===== src/hw/rtl/bin_fit_with_category_conflicts_unit_assert.svh =====
// assertion macros, clocked on clk and disabled while arst_n is low
`ifndef BIN_FIT_WITH_CATEGORY_CONFLICTS_UNIT_ASSERT_SVH
`define BIN_FIT_WITH_CATEGORY_CONFLICTS_UNIT_ASSERT_SVH

`define BFCC_ASSERT_ALWAYS(label, expr, msg) \
	label: assert property (@(posedge clk) disable iff (!arst_n) (expr)) else $error(msg);

`define BFCC_ASSERT_IMPL(label, ante, cons, msg) \
	label: assert property (@(posedge clk) disable iff (!arst_n) (ante) |-> (cons)) \
		else $error(msg);

`define BFCC_ASSERT_NEXT(label, ante, cons, msg) \
	label: assert property (@(posedge clk) disable iff (!arst_n) (ante) |=> (cons)) \
		else $error(msg);

`endif


===== src/hw/rtl/bfcc_pkg.sv =====
package bfcc_pkg;
	localparam int MAX_ITEMS_DEF  = 64;
	localparam int CATEGORIES_DEF = 8;

	localparam int REQ_W      = 3;
	localparam int IDX_W      = 16;
	localparam int WT_W       = 16;
	localparam int CAT_W      = 3;
	localparam int POS_W      = 6;
	localparam int STAT_W     = 2;
	localparam int IDLE_W     = 18;
	localparam int CNT_OUT_W  = 7;
	localparam int CCNT_W     = 7;
	localparam int CAP_W      = 16;
	localparam int COMPAT_W   = 64;
	localparam int CFG_IDX_W  = 1;
	localparam int CFG_DATA_W = 64;
	localparam int ENTRY_W    = IDX_W + WT_W + CAT_W;

	localparam logic [CAP_W-1:0]    CAP_RESET    = CAP_W'(1000);
	localparam logic [COMPAT_W-1:0] COMPAT_RESET = '1;

	localparam logic [REQ_W-1:0] REQ_FIT     = REQ_W'(0);
	localparam logic [REQ_W-1:0] REQ_ADD     = REQ_W'(1);
	localparam logic [REQ_W-1:0] REQ_REM_IDX = REQ_W'(2);
	localparam logic [REQ_W-1:0] REQ_REM_POS = REQ_W'(3);
	localparam logic [REQ_W-1:0] REQ_OPEN    = REQ_W'(4);

	localparam logic [STAT_W-1:0] ST_OK        = STAT_W'(0);
	localparam logic [STAT_W-1:0] ST_NOT_FOUND = STAT_W'(1);
	localparam logic [STAT_W-1:0] ST_BAD_POS   = STAT_W'(2);
	localparam logic [STAT_W-1:0] ST_FULL      = STAT_W'(3);

	localparam logic [CFG_IDX_W-1:0] REG_BIN_CAPACITY  = CFG_IDX_W'(0);
	localparam logic [CFG_IDX_W-1:0] REG_COMPAT_MATRIX = CFG_IDX_W'(1);

	typedef struct packed {
		logic [IDX_W-1:0] idx;
		logic [WT_W-1:0]  wt;
		logic [CAT_W-1:0] cat;
	} entry_t;

	typedef struct packed {
		logic             clr;
		logic             inc;
		logic             dec;
		logic [CAT_W-1:0] cat;
	} cat_op_t;

	function automatic logic signed [IDLE_W-1:0] sat_idle(input logic signed [IDLE_W:0] v);
		logic signed [IDLE_W-1:0] r;
		if (v[IDLE_W] != v[IDLE_W-1]) begin
			r = v[IDLE_W] ? {1'b1, {(IDLE_W-1){1'b0}}} : {1'b0, {(IDLE_W-1){1'b1}}};
		end else begin
			r = v[IDLE_W-1:0];
		end
		return r;
	endfunction
endpackage


===== src/hw/rtl/bfcc_if.sv =====
interface bfcc_req_if import bfcc_pkg::*; ();
	logic             valid;
	logic             ready;
	logic [REQ_W-1:0] req_type;
	logic [IDX_W-1:0] item_index;
	logic [WT_W-1:0]  item_weight;
	logic [CAT_W-1:0] item_category;
	logic [POS_W-1:0] position;

	modport source(output valid, req_type, item_index, item_weight, item_category, position,
		input ready);
	modport sink(input valid, req_type, item_index, item_weight, item_category, position,
		output ready);
endinterface

interface bfcc_rsp_if import bfcc_pkg::*; ();
	logic                     valid;
	logic                     ready;
	logic                     fits;
	logic [STAT_W-1:0]        status;
	logic signed [IDLE_W-1:0] idle_capacity;
	logic [CNT_OUT_W-1:0]     item_count;

	modport source(output valid, fits, status, idle_capacity, item_count, input ready);
	modport sink(input valid, fits, status, idle_capacity, item_count, output ready);
endinterface


===== src/hw/rtl/bfcc_ram.sv =====
module bfcc_ram #(
	parameter int WIDTH = 8,
	parameter int DEPTH = 2
) (
	input  logic                     clk,
	input  logic                     we,
	input  logic [$clog2(DEPTH)-1:0] waddr,
	input  logic [WIDTH-1:0]         wdata,
	input  logic                     re,
	input  logic [$clog2(DEPTH)-1:0] raddr,
	output logic [WIDTH-1:0]         rdata
);
	logic [WIDTH-1:0] mem [DEPTH];

	always_ff @(posedge clk) begin
		if (we) begin
			mem[waddr] <= wdata;
		end
		if (re) begin
			rdata <= mem[raddr];
		end
	end
endmodule


===== src/hw/rtl/bfcc_cat.sv =====
module bfcc_cat import bfcc_pkg::*; #(
	parameter int CATEGORIES = CATEGORIES_DEF
) (
	input  logic                clk,
	input  logic                arst_n,
	input  cat_op_t             op,
	input  logic [COMPAT_W-1:0] compat,
	input  logic [CAT_W-1:0]    q_cat,
	output logic                cat_ok
);
	logic [CCNT_W-1:0] cnt_q [CATEGORIES];
	logic              in_range;
	logic              present;
	logic              conflict;

	always_ff @(posedge clk or negedge arst_n) begin
		if (!arst_n) begin
			for (int k = 0; k < CATEGORIES; k++) begin
				cnt_q[k] <= '0;
			end
		end else begin
			for (int k = 0; k < CATEGORIES; k++) begin
				if (op.clr) begin
					cnt_q[k] <= (op.inc && op.cat == CAT_W'(k)) ? CCNT_W'(1) : '0;
				end else if (op.cat == CAT_W'(k)) begin
					if (op.inc && cnt_q[k] != '1) begin
						cnt_q[k] <= cnt_q[k] + CCNT_W'(1);
					end else if (op.dec && cnt_q[k] != '0) begin
						cnt_q[k] <= cnt_q[k] - CCNT_W'(1);
					end
				end
			end
		end
	end

	// row q_cat of the matrix against every nonempty category
	always_comb begin
		in_range = 1'b0;
		present  = 1'b0;
		conflict = 1'b0;
		for (int k = 0; k < CATEGORIES; k++) begin
			if (q_cat == CAT_W'(k)) begin
				in_range = 1'b1;
				present  = cnt_q[k] != '0;
			end
			if (!compat[{q_cat, CAT_W'(k)}] && cnt_q[k] != '0) begin
				conflict = 1'b1;
			end
		end
		cat_ok = in_range && (present || !conflict);
	end
endmodule


===== src/hw/rtl/bin_fit_with_category_conflicts_unit.sv =====
// fit query, add, open and unknown requests go from S_EXEC to S_RESP after accept;
// remove by position goes through S_POS_LAST and S_MOVE, or to S_RESP for a bad position;
// remove by index scans one slot read per cycle to S_MOVE on a match, else to S_RESP;
// one item in flight; the next item is accepted the cycle after its result is registered
// reset: capacity 1000, all categories compatible, empty bin, idle capacity 0
// the item memory is not cleared; slots at or above item_count are never read
`include "bin_fit_with_category_conflicts_unit_assert.svh"

module bin_fit_with_category_conflicts_unit import bfcc_pkg::*; #(
	parameter int MAX_ITEMS  = MAX_ITEMS_DEF,
	parameter int CATEGORIES = CATEGORIES_DEF
) (
	input  logic                  clk,
	input  logic                  arst_n,
	input  logic                  cfg_we,
	input  logic [CFG_IDX_W-1:0]  cfg_idx,
	input  logic [CFG_DATA_W-1:0] cfg_wdata,
	bfcc_req_if.sink              req,
	bfcc_rsp_if.source            rsp
);
	localparam int AW = $clog2(MAX_ITEMS);
	localparam int CW = $clog2(MAX_ITEMS + 1);
	localparam int PW = (CW > POS_W) ? CW : POS_W;

	typedef enum logic [2:0] {
		S_IDLE,
		S_EXEC,
		S_POS_LAST,
		S_SCAN,
		S_MOVE,
		S_RESP
	} state_t;

	state_t                   state_q;
	logic [CAP_W-1:0]         capacity_q;
	logic [COMPAT_W-1:0]      compat_q;
	logic [REQ_W-1:0]         req_q;
	logic [IDX_W-1:0]         idx_q;
	logic [WT_W-1:0]          wt_q;
	logic [CAT_W-1:0]         cat_q;
	logic [POS_W-1:0]         pos_q;
	logic [WT_W-1:0]          mv_wt_q;
	logic [CAT_W-1:0]         mv_cat_q;
	logic [AW-1:0]            hit_q;
	logic [CW-1:0]            scan_q;
	logic [AW-1:0]            raddr_s1;
	logic                     rvalid_s1;
	logic signed [IDLE_W-1:0] idle_q;
	logic [CW-1:0]            count_q;
	logic                     res_fits_q;
	logic [STAT_W-1:0]        res_status_q;
	logic                     rsp_valid_q;
	logic                     rsp_fits_q;
	logic [STAT_W-1:0]        rsp_status_q;
	logic signed [IDLE_W-1:0] rsp_idle_q;
	logic [CNT_OUT_W-1:0]     rsp_count_q;

	logic                     ram_we;
	logic [AW-1:0]            ram_waddr;
	entry_t                   ram_wentry;
	logic                     ram_re;
	logic [AW-1:0]            ram_raddr;
	logic [ENTRY_W-1:0]       ram_rdata;
	entry_t                   rd_entry;
	cat_op_t                  cat_op;
	logic                     cat_ok;

	logic [AW-1:0]            last_addr;
	logic                     full;
	logic                     pos_bad;
	logic                     wt_fits;
	logic                     rsp_free;
	logic signed [IDLE_W:0]   idle_plus;
	logic signed [IDLE_W:0]   idle_minus;
	logic signed [IDLE_W:0]   idle_open;

	assign rd_entry   = ram_rdata;
	assign last_addr  = AW'(count_q - CW'(1));
	assign full       = count_q >= CW'(MAX_ITEMS);
	assign pos_bad    = PW'(pos_q) >= PW'(count_q);
	assign wt_fits    = $signed({{(IDLE_W-WT_W){1'b0}}, wt_q}) <= idle_q;
	assign rsp_free   = !rsp_valid_q || rsp.ready;
	assign idle_plus  = {idle_q[IDLE_W-1], idle_q} + $signed({{(IDLE_W+1-WT_W){1'b0}}, mv_wt_q});
	assign idle_minus = {idle_q[IDLE_W-1], idle_q} - $signed({{(IDLE_W+1-WT_W){1'b0}}, wt_q});
	assign idle_open  = $signed({{(IDLE_W+1-CAP_W){1'b0}}, capacity_q})
		- $signed({{(IDLE_W+1-WT_W){1'b0}}, wt_q});

	assign req.ready         = state_q == S_IDLE;
	assign rsp.valid         = rsp_valid_q;
	assign rsp.fits          = rsp_fits_q;
	assign rsp.status        = rsp_status_q;
	assign rsp.idle_capacity = rsp_idle_q;
	assign rsp.item_count    = rsp_count_q;

	bfcc_ram #(
		.WIDTH(ENTRY_W),
		.DEPTH(MAX_ITEMS)
	) u_store (
		.clk  (clk),
		.we   (ram_we),
		.waddr(ram_waddr),
		.wdata(ram_wentry),
		.re   (ram_re),
		.raddr(ram_raddr),
		.rdata(ram_rdata)
	);

	bfcc_cat #(
		.CATEGORIES(CATEGORIES)
	) u_cat (
		.clk   (clk),
		.arst_n(arst_n),
		.op    (cat_op),
		.compat(compat_q),
		.q_cat (cat_q),
		.cat_ok(cat_ok)
	);

	// memory and category counter control
	always_comb begin
		ram_we     = 1'b0;
		ram_waddr  = '0;
		ram_wentry = '{idx: idx_q, wt: wt_q, cat: cat_q};
		ram_re     = 1'b0;
		ram_raddr  = last_addr;
		cat_op     = '{clr: 1'b0, inc: 1'b0, dec: 1'b0, cat: cat_q};
		unique case (state_q)
			S_EXEC: begin
				case (req_q)
					REQ_ADD: begin
						if (!full) begin
							ram_we     = 1'b1;
							ram_waddr  = AW'(count_q);
							cat_op.inc = 1'b1;
						end
					end
					REQ_OPEN: begin
						ram_we     = 1'b1;
						cat_op.clr = 1'b1;
						cat_op.inc = 1'b1;
					end
					REQ_REM_POS: begin
						ram_re    = !pos_bad;
						ram_raddr = AW'(pos_q);
					end
					default: ;
				endcase
			end
			S_POS_LAST: begin
				ram_re = 1'b1;
			end
			S_SCAN: begin
				if (rvalid_s1 && rd_entry.idx == idx_q) begin
					ram_re = 1'b1;
				end else if (!rvalid_s1 || raddr_s1 != last_addr) begin
					ram_re    = scan_q < count_q;
					ram_raddr = AW'(scan_q);
				end
			end
			S_MOVE: begin
				ram_we     = 1'b1;
				ram_waddr  = hit_q;
				ram_wentry = rd_entry;
				cat_op.dec = 1'b1;
				cat_op.cat = mv_cat_q;
			end
			default: ;
		endcase
	end

	always_ff @(posedge clk or negedge arst_n) begin
		if (!arst_n) begin
			capacity_q <= CAP_RESET;
			compat_q   <= COMPAT_RESET;
		end else if (cfg_we) begin
			unique case (cfg_idx)
				REG_BIN_CAPACITY:  capacity_q <= cfg_wdata[CAP_W-1:0];
				REG_COMPAT_MATRIX: compat_q   <= cfg_wdata[COMPAT_W-1:0];
				default: ;
			endcase
		end
	end

	always_ff @(posedge clk or negedge arst_n) begin
		if (!arst_n) begin
			state_q      <= S_IDLE;
			idle_q       <= '0;
			count_q      <= '0;
			rvalid_s1    <= 1'b0;
			rsp_valid_q  <= 1'b0;
			res_fits_q   <= 1'b0;
			res_status_q <= ST_OK;
		end else begin
			if (rsp_valid_q && rsp.ready && state_q != S_RESP) begin
				rsp_valid_q <= 1'b0;
			end
			unique case (state_q)
				S_IDLE: begin
					if (req.valid) begin
						req_q        <= req.req_type;
						idx_q        <= req.item_index;
						wt_q         <= req.item_weight;
						cat_q        <= req.item_category;
						pos_q        <= req.position;
						res_fits_q   <= 1'b0;
						res_status_q <= ST_OK;
						state_q      <= S_EXEC;
					end
				end
				S_EXEC: begin
					state_q <= S_RESP;
					case (req_q)
						REQ_FIT: begin
							res_fits_q <= cat_ok && wt_fits;
						end
						REQ_ADD: begin
							if (full) begin
								res_status_q <= ST_FULL;
							end else begin
								count_q <= count_q + CW'(1);
								idle_q  <= sat_idle(idle_minus);
							end
						end
						REQ_OPEN: begin
							count_q <= CW'(1);
							idle_q  <= sat_idle(idle_open);
						end
						REQ_REM_POS: begin
							if (pos_bad) begin
								res_status_q <= ST_BAD_POS;
							end else begin
								hit_q   <= AW'(pos_q);
								state_q <= S_POS_LAST;
							end
						end
						REQ_REM_IDX: begin
							mv_wt_q   <= wt_q;
							mv_cat_q  <= cat_q;
							scan_q    <= '0;
							rvalid_s1 <= 1'b0;
							if (count_q == '0) begin
								res_status_q <= ST_NOT_FOUND;
							end else begin
								state_q <= S_SCAN;
							end
						end
						default: ;
					endcase
				end
				S_POS_LAST: begin
					mv_wt_q  <= rd_entry.wt;
					mv_cat_q <= rd_entry.cat;
					state_q  <= S_MOVE;
				end
				S_SCAN: begin
					if (rvalid_s1 && rd_entry.idx == idx_q) begin
						hit_q     <= raddr_s1;
						rvalid_s1 <= 1'b0;
						state_q   <= S_MOVE;
					end else if (rvalid_s1 && raddr_s1 == last_addr) begin
						rvalid_s1    <= 1'b0;
						res_status_q <= ST_NOT_FOUND;
						state_q      <= S_RESP;
					end else begin
						rvalid_s1 <= scan_q < count_q;
						raddr_s1  <= AW'(scan_q);
						if (scan_q < count_q) begin
							scan_q <= scan_q + CW'(1);
						end
					end
				end
				S_MOVE: begin
					count_q <= count_q - CW'(1);
					idle_q  <= sat_idle(idle_plus);
					state_q <= S_RESP;
				end
				S_RESP: begin
					if (rsp_free) begin
						rsp_valid_q  <= 1'b1;
						rsp_fits_q   <= res_fits_q;
						rsp_status_q <= res_status_q;
						rsp_idle_q   <= idle_q;
						rsp_count_q  <= CNT_OUT_W'(count_q);
						state_q      <= S_IDLE;
					end
				end
				default: state_q <= S_IDLE;
			endcase
		end
	end

	`BFCC_ASSERT_ALWAYS(a_count_max, count_q <= CW'(MAX_ITEMS), "item count above store depth")
	`BFCC_ASSERT_IMPL(a_move_slot, state_q == S_MOVE, CW'(hit_q) < count_q, "move target beyond last slot")
	`BFCC_ASSERT_NEXT(a_move_count, state_q == S_MOVE, count_q == $past(count_q) - CW'(1), "removal did not shrink bin")
	`BFCC_ASSERT_IMPL(a_scan_addr, rvalid_s1, CW'(raddr_s1) < count_q, "scan read beyond last slot")
	`BFCC_ASSERT_NEXT(a_resp_load, state_q == S_RESP && rsp_free, rsp.valid && state_q == S_IDLE, "result not loaded")
endmodule


===== src/flat_wrapper.sv =====
// flat-port wrapper written by rule: the top's interface ports become plain ports
module bin_fit_with_category_conflicts_unit_flat import bfcc_pkg::*;
#(
	parameter int MAX_ITEMS  = MAX_ITEMS_DEF,
	parameter int CATEGORIES = CATEGORIES_DEF
)
  (clk, arst_n, cfg_we, cfg_idx, cfg_wdata, req_valid, req_req_type, req_item_index, req_item_weight, req_item_category, req_position, req_ready, rsp_valid, rsp_fits, rsp_status, rsp_idle_capacity, rsp_item_count, rsp_ready);
  bfcc_req_if req_i ();
  bfcc_rsp_if rsp_i ();
  input  logic clk;
  input  logic arst_n;
  input  logic cfg_we;
  input  logic [CFG_IDX_W-1:0] cfg_idx;
  input  logic [CFG_DATA_W-1:0] cfg_wdata;
  input wire logic [$bits(req_i.valid)-1:0] req_valid;
  input wire logic [$bits(req_i.req_type)-1:0] req_req_type;
  input wire logic [$bits(req_i.item_index)-1:0] req_item_index;
  input wire logic [$bits(req_i.item_weight)-1:0] req_item_weight;
  input wire logic [$bits(req_i.item_category)-1:0] req_item_category;
  input wire logic [$bits(req_i.position)-1:0] req_position;
  output wire logic [$bits(req_i.ready)-1:0] req_ready;
  output wire logic [$bits(rsp_i.valid)-1:0] rsp_valid;
  output wire logic [$bits(rsp_i.fits)-1:0] rsp_fits;
  output wire logic [$bits(rsp_i.status)-1:0] rsp_status;
  output wire logic [$bits(rsp_i.idle_capacity)-1:0] rsp_idle_capacity;
  output wire logic [$bits(rsp_i.item_count)-1:0] rsp_item_count;
  input wire logic [$bits(rsp_i.ready)-1:0] rsp_ready;
  assign req_i.valid = req_valid;
  assign req_i.req_type = req_req_type;
  assign req_i.item_index = req_item_index;
  assign req_i.item_weight = req_item_weight;
  assign req_i.item_category = req_item_category;
  assign req_i.position = req_position;
  assign req_ready = req_i.ready;
  assign rsp_valid = rsp_i.valid;
  assign rsp_fits = rsp_i.fits;
  assign rsp_status = rsp_i.status;
  assign rsp_idle_capacity = rsp_i.idle_capacity;
  assign rsp_item_count = rsp_i.item_count;
  assign rsp_i.ready = rsp_ready;
  bin_fit_with_category_conflicts_unit #(.MAX_ITEMS(MAX_ITEMS), .CATEGORIES(CATEGORIES)) u_core (.clk(clk), .arst_n(arst_n), .cfg_we(cfg_we), .cfg_idx(cfg_idx), .cfg_wdata(cfg_wdata), .req(req_i), .rsp(rsp_i));
endmodule

===== config.mk =====
export PLATFORM = sky130hd
export DESIGN_NAME = bin_fit_with_category_conflicts_unit_flat
export DESIGN_NICKNAME = d
export VERILOG_FILES = /design/src/hw/rtl/bfcc_pkg.sv /design/src/hw/rtl/bfcc_if.sv /design/src/hw/rtl/bfcc_ram.sv /design/src/hw/rtl/bfcc_cat.sv /design/src/hw/rtl/bin_fit_with_category_conflicts_unit.sv /design/src/flat_wrapper.sv
export VERILOG_INCLUDE_DIRS = /design/src /design/src/hw/rtl
export SDC_FILE = /design/constraint.sdc
export NUM_CORES = 2
export LEC_CHECK = 0
export ABC_CLOCK_PERIOD_IN_PS = 6900
export BUFFER_PORTS_ARGS = -buffer_cell sky130_fd_sc_hd__buf_2
export CAP_MARGIN = 20
export CORE_AREA = 2 2 524 370
export CTS_CLUSTER_DIAMETER = 40
export DETAILED_ROUTE_END_ITERATION = 8
export DIE_AREA = 0 0 526 372
export PLACE_DENSITY = 0.73
export SLEW_MARGIN = 20
export SYNTH_ARGS = -nofsm -noshare
export SYNTH_HDL_FRONTEND = slang
export SYNTH_HIERARCHICAL = 1
export SYNTH_SLANG_ARGS = --single-unit

===== constraint.sdc =====
create_clock -name clk -period 6.9 [get_ports clk]
set_clock_uncertainty 0.05 [all_clocks]
set_input_delay 0.345 -clock clk [delete_from_list [all_inputs] [get_ports clk]]
set_output_delay 0.345 -clock clk [all_outputs]
set_load 0.005 [all_outputs]

==> impl_results.md <==
* Worst endpoint data arrival time at 7.26 ns
* Final setup vio count at 0
* Die area at between 150000 and 200000 um2
* Most frequent cells in the layout: edfxtp_1, mux4_2, nand2_1
* CTS resizes at 0
* Detailed-route DRC error count at 0
* Crit Path Class: reg -> reg
* Final Hold Viols at 0
* # IOs at between 100 and 150
* Post-synthesis cell count at 5553
* CTS tree: built
* Vias/cell at about 6.8
* Pwr dens at between 400 and 500 nW/um2
* Nets at approximately 6.3k
* Startpoint types: flip-flop
* 1st-pass router iterations at 6
* PortBufs at 143
* Slowest stage cell, crit path: a211oi_1
* Total CTS buffers at 232
* Die Wd at approximately 530 um
* Peak Freq at roughly 150 MHz
* Critical Path RT at approximately 7.6 ns
* Synth warn at 6
* Max-slew violation count at 0
* Vias in the first global route at 56.4k
* Min Tclk post-route at approximately 6.6 ns
* Max Cap Viol at 0
* Leading cell type in the layout, fill and taps excluded: edfxtp_1
* Number of flops mapped to enable cells by yosys at 2385
* Tightest Hold Check Type: in -> reg
* Max VDD drop at about 460 uV
* Clk root buf: clkbuf_16
* Starting density of the core at approximately 54%
* Crit end category: flip-flop
* Top FF cell, synth: edfxtp_1
* Yosys reg bits at approximately 2.6k
* Clock Pin Slew Worst Setup and Hold Paths at 0.07 ns
* Drt first-iter violations at just under 10k
* Clk_lat worst skew at 0.89 ns
* Longest Clk Path Bufs at 4
* Filler cells at between 10k and 15k
* Async SR Flop Fraction at 6.62%
* Max stage delay on crit path at between 0.9 and 1 ns
* Cell repeated most along the worst path: buf_4
* Fin crit share at between 90% and 100%
* CP max FO at 31
* FF-to-FF path depth at 15
* Status: finished, final reports clean
* Max_slew headroom at between 20 and 25%
* Crit path cell chain: xnor2_1 > nand4_1 > nor4_2 > buf_4 > nand3_1 > and2_4 > a21oi_1 > nor2_1 > o21ai_4 > buf_4 > buf_12 > mux4_2 > mux2i_1 > a211oi_1 > o211a_1
* Cell area after synthesis at approximately 100000 um2
* Util after Layout at about 62%
* Via count at 59.4k
* LEAKAGE at slightly below 40 nW
* Total clock sinks at between 2k and 3k
* Synth-to-layout area growth at 14.2%
* Final ANT Viol Nets at 0
* WHS Path Cells at 4
* Rows at ~140
* Die height at between 300 and 400 um
* GPL Wtd Cong at ~0.94
* Worst-Margin Slew at around 1.1 ns
* Core ar. at 192000 um2
* DP Wirelength at approximately 180000 um
* H-tree depth reported by CTS at 4
* Post-synthesis cell type count at 98
* Pin count of the biggest net entering global routing at just over 80
* Postcts setup bufs at 0
* GRT Total Usage at between 30% and 40%
* DR WL/cell at 34.1 um
* Share of layout cells above drive strength 1 at a little over a quarter
* RSZ-0062 raised after global routing: false
* Grt ovf at 0
* Post-route setup TNS at 0 ns
* Avg Inst Size Synth at about 19 um2
* Syn nets at between 5k and 6k
* Initial antenna violation count at 15
* Global-route wire length before repair at roughly 420000 um
* WL final at about 300000 um
* Seq/Total Area, Yosys at between 70% and 80%
==> per-stage QoR <==
step	cells	instance area (um2)	hold WS [ns]	power (mW)	setup WS [ns]
detailed placement	8219	110000	0.244	43.6	0.742
global route	8749	119000	0.105	58.9	0.470
finish	8753	119000	0.0645	57.2	0.297
global placement	8216	110000	0.247	43.1	0.612
CTS	8749	119000	0.0229	56.6	0.699
floorplan	5553	104000	-0.000591	34.7	1.64
==> critical path, delay by kind of cell (launching register included) <==
kind                      cells  cell delay [ns]
buffers and inverters         3             0.95
AOI/OAI and AO/OA             4             2.10
muxes                         2             0.43
DFF                           1             0.52
and+or+nand+nor               5             1.50
xor gates and xnor gates      1             0.83
==> cell type report <==
cell class                 instances  area, um2  share of cell area, %
tap                             2534       3170                   2.66
multi-input combinational       2636      27400                   23.1
inverter                          83        314                  0.264
sequential                      2554      75900                   63.8
antenna                            4       10.0                0.00841
clock buffer                     269       5990                   5.03
timing repair buffer             526       4620                   3.89
clock inverter                   147       1550                   1.30
==> state kept, by name (all words and copies together), names as in the netlist, 7 cells and up <==
signal	flops
u_core/u_store/mem	2240
u_core/compat_q	64
u_core/count_q	7
u_core/rsp.idle_capacity	18
u_core/idx_q	16
u_core/mv_wt_q	16
u_core/u_store/rdata	35
u_core/wt_q	16
u_core/idle_q	18
u_core/u_cat/cnt_q	56
u_core/rsp.item_count	7
u_core/scan_q	7
u_core/capacity_q	16
==> per-layer routing <==
metal	share of wire, %	up-vias	global-route usage [%]
met1	38	30600	45.4
met3	17	557	11.1
li1	-	23700	-
met2	42	4554	41.3
met5	0.028	-	0
met4	3.3	10	8.88
==> logic make-up after synthesis <==
group,synth area share [%]
muxes,14.3
and+or+nand+nor,3.97
xor gates and xnor gates,0.785
adders and majority gates,1.45
DFF,72.9
buffers and inverters,1.67
AOI/OAI and AO/OA,4.96
==> cells in the mapped netlist (38+ instances only) <==
library cell	count	area share (%)
nor2b_1	39	0.23
ha_1	103	1.2
nand2_1	263	0.95
mux4_2	503	11
a22oi_1	60	0.43
nand4_1	76	0.46
mux2_2	154	1.7
nand2b_1	38	0.23
clkbuf_1	146	0.53
o21ai_0	108	0.52
a21oi_1	130	0.62
nor2_1	181	0.65
nand3_1	106	0.51
buf_2	61	0.29
dfstp_2	70	1.8
o22ai_1	97	0.58
mux2i_1	174	1.7
o221ai_1	41	0.34
edfxtp_1	2385	69
inv_1	76	0.27
dfrtp_1	99	2.4
xnor2_1	70	0.59
==> path summary, 6_finish.rpt <==
kind                                            to              start  slack [ns]
hold reg to reg                    u_core/rsp.fits  u_core/res_fits_q        0.40
hold / removal                u_core/capacity_q[0]             cfg_we        0.06
setup reg to reg           u_core/u_store/rdata[3]    u_core/idx_q[7]        0.30
max in group asynchronous   u_core/u_cat/cnt_q[28]             arst_n        5.43
setup / recovery           u_core/u_store/rdata[3]    u_core/idx_q[7]        0.30
min in group asynchronous     u_core/capacity_q[9]             arst_n        0.59
==> what timing repair did <==
item                                    4_1_cts  5_1_grt
hold buffers                                114        0
hold endpoints to repair                    185        0
endpoints found under the setup margin        0        0
==> power breakdown <==
group | internal [mW] | total [mW] | switching (mW)
combinational | 9.20 | 24.3 | 15.1
clock | 7.30 | 13.0 | 5.74
sequential | 19.3 | 19.9 | 0.578
total | 35.8 | 57.2 | 21.4
(Power assumes the default switching activity.)
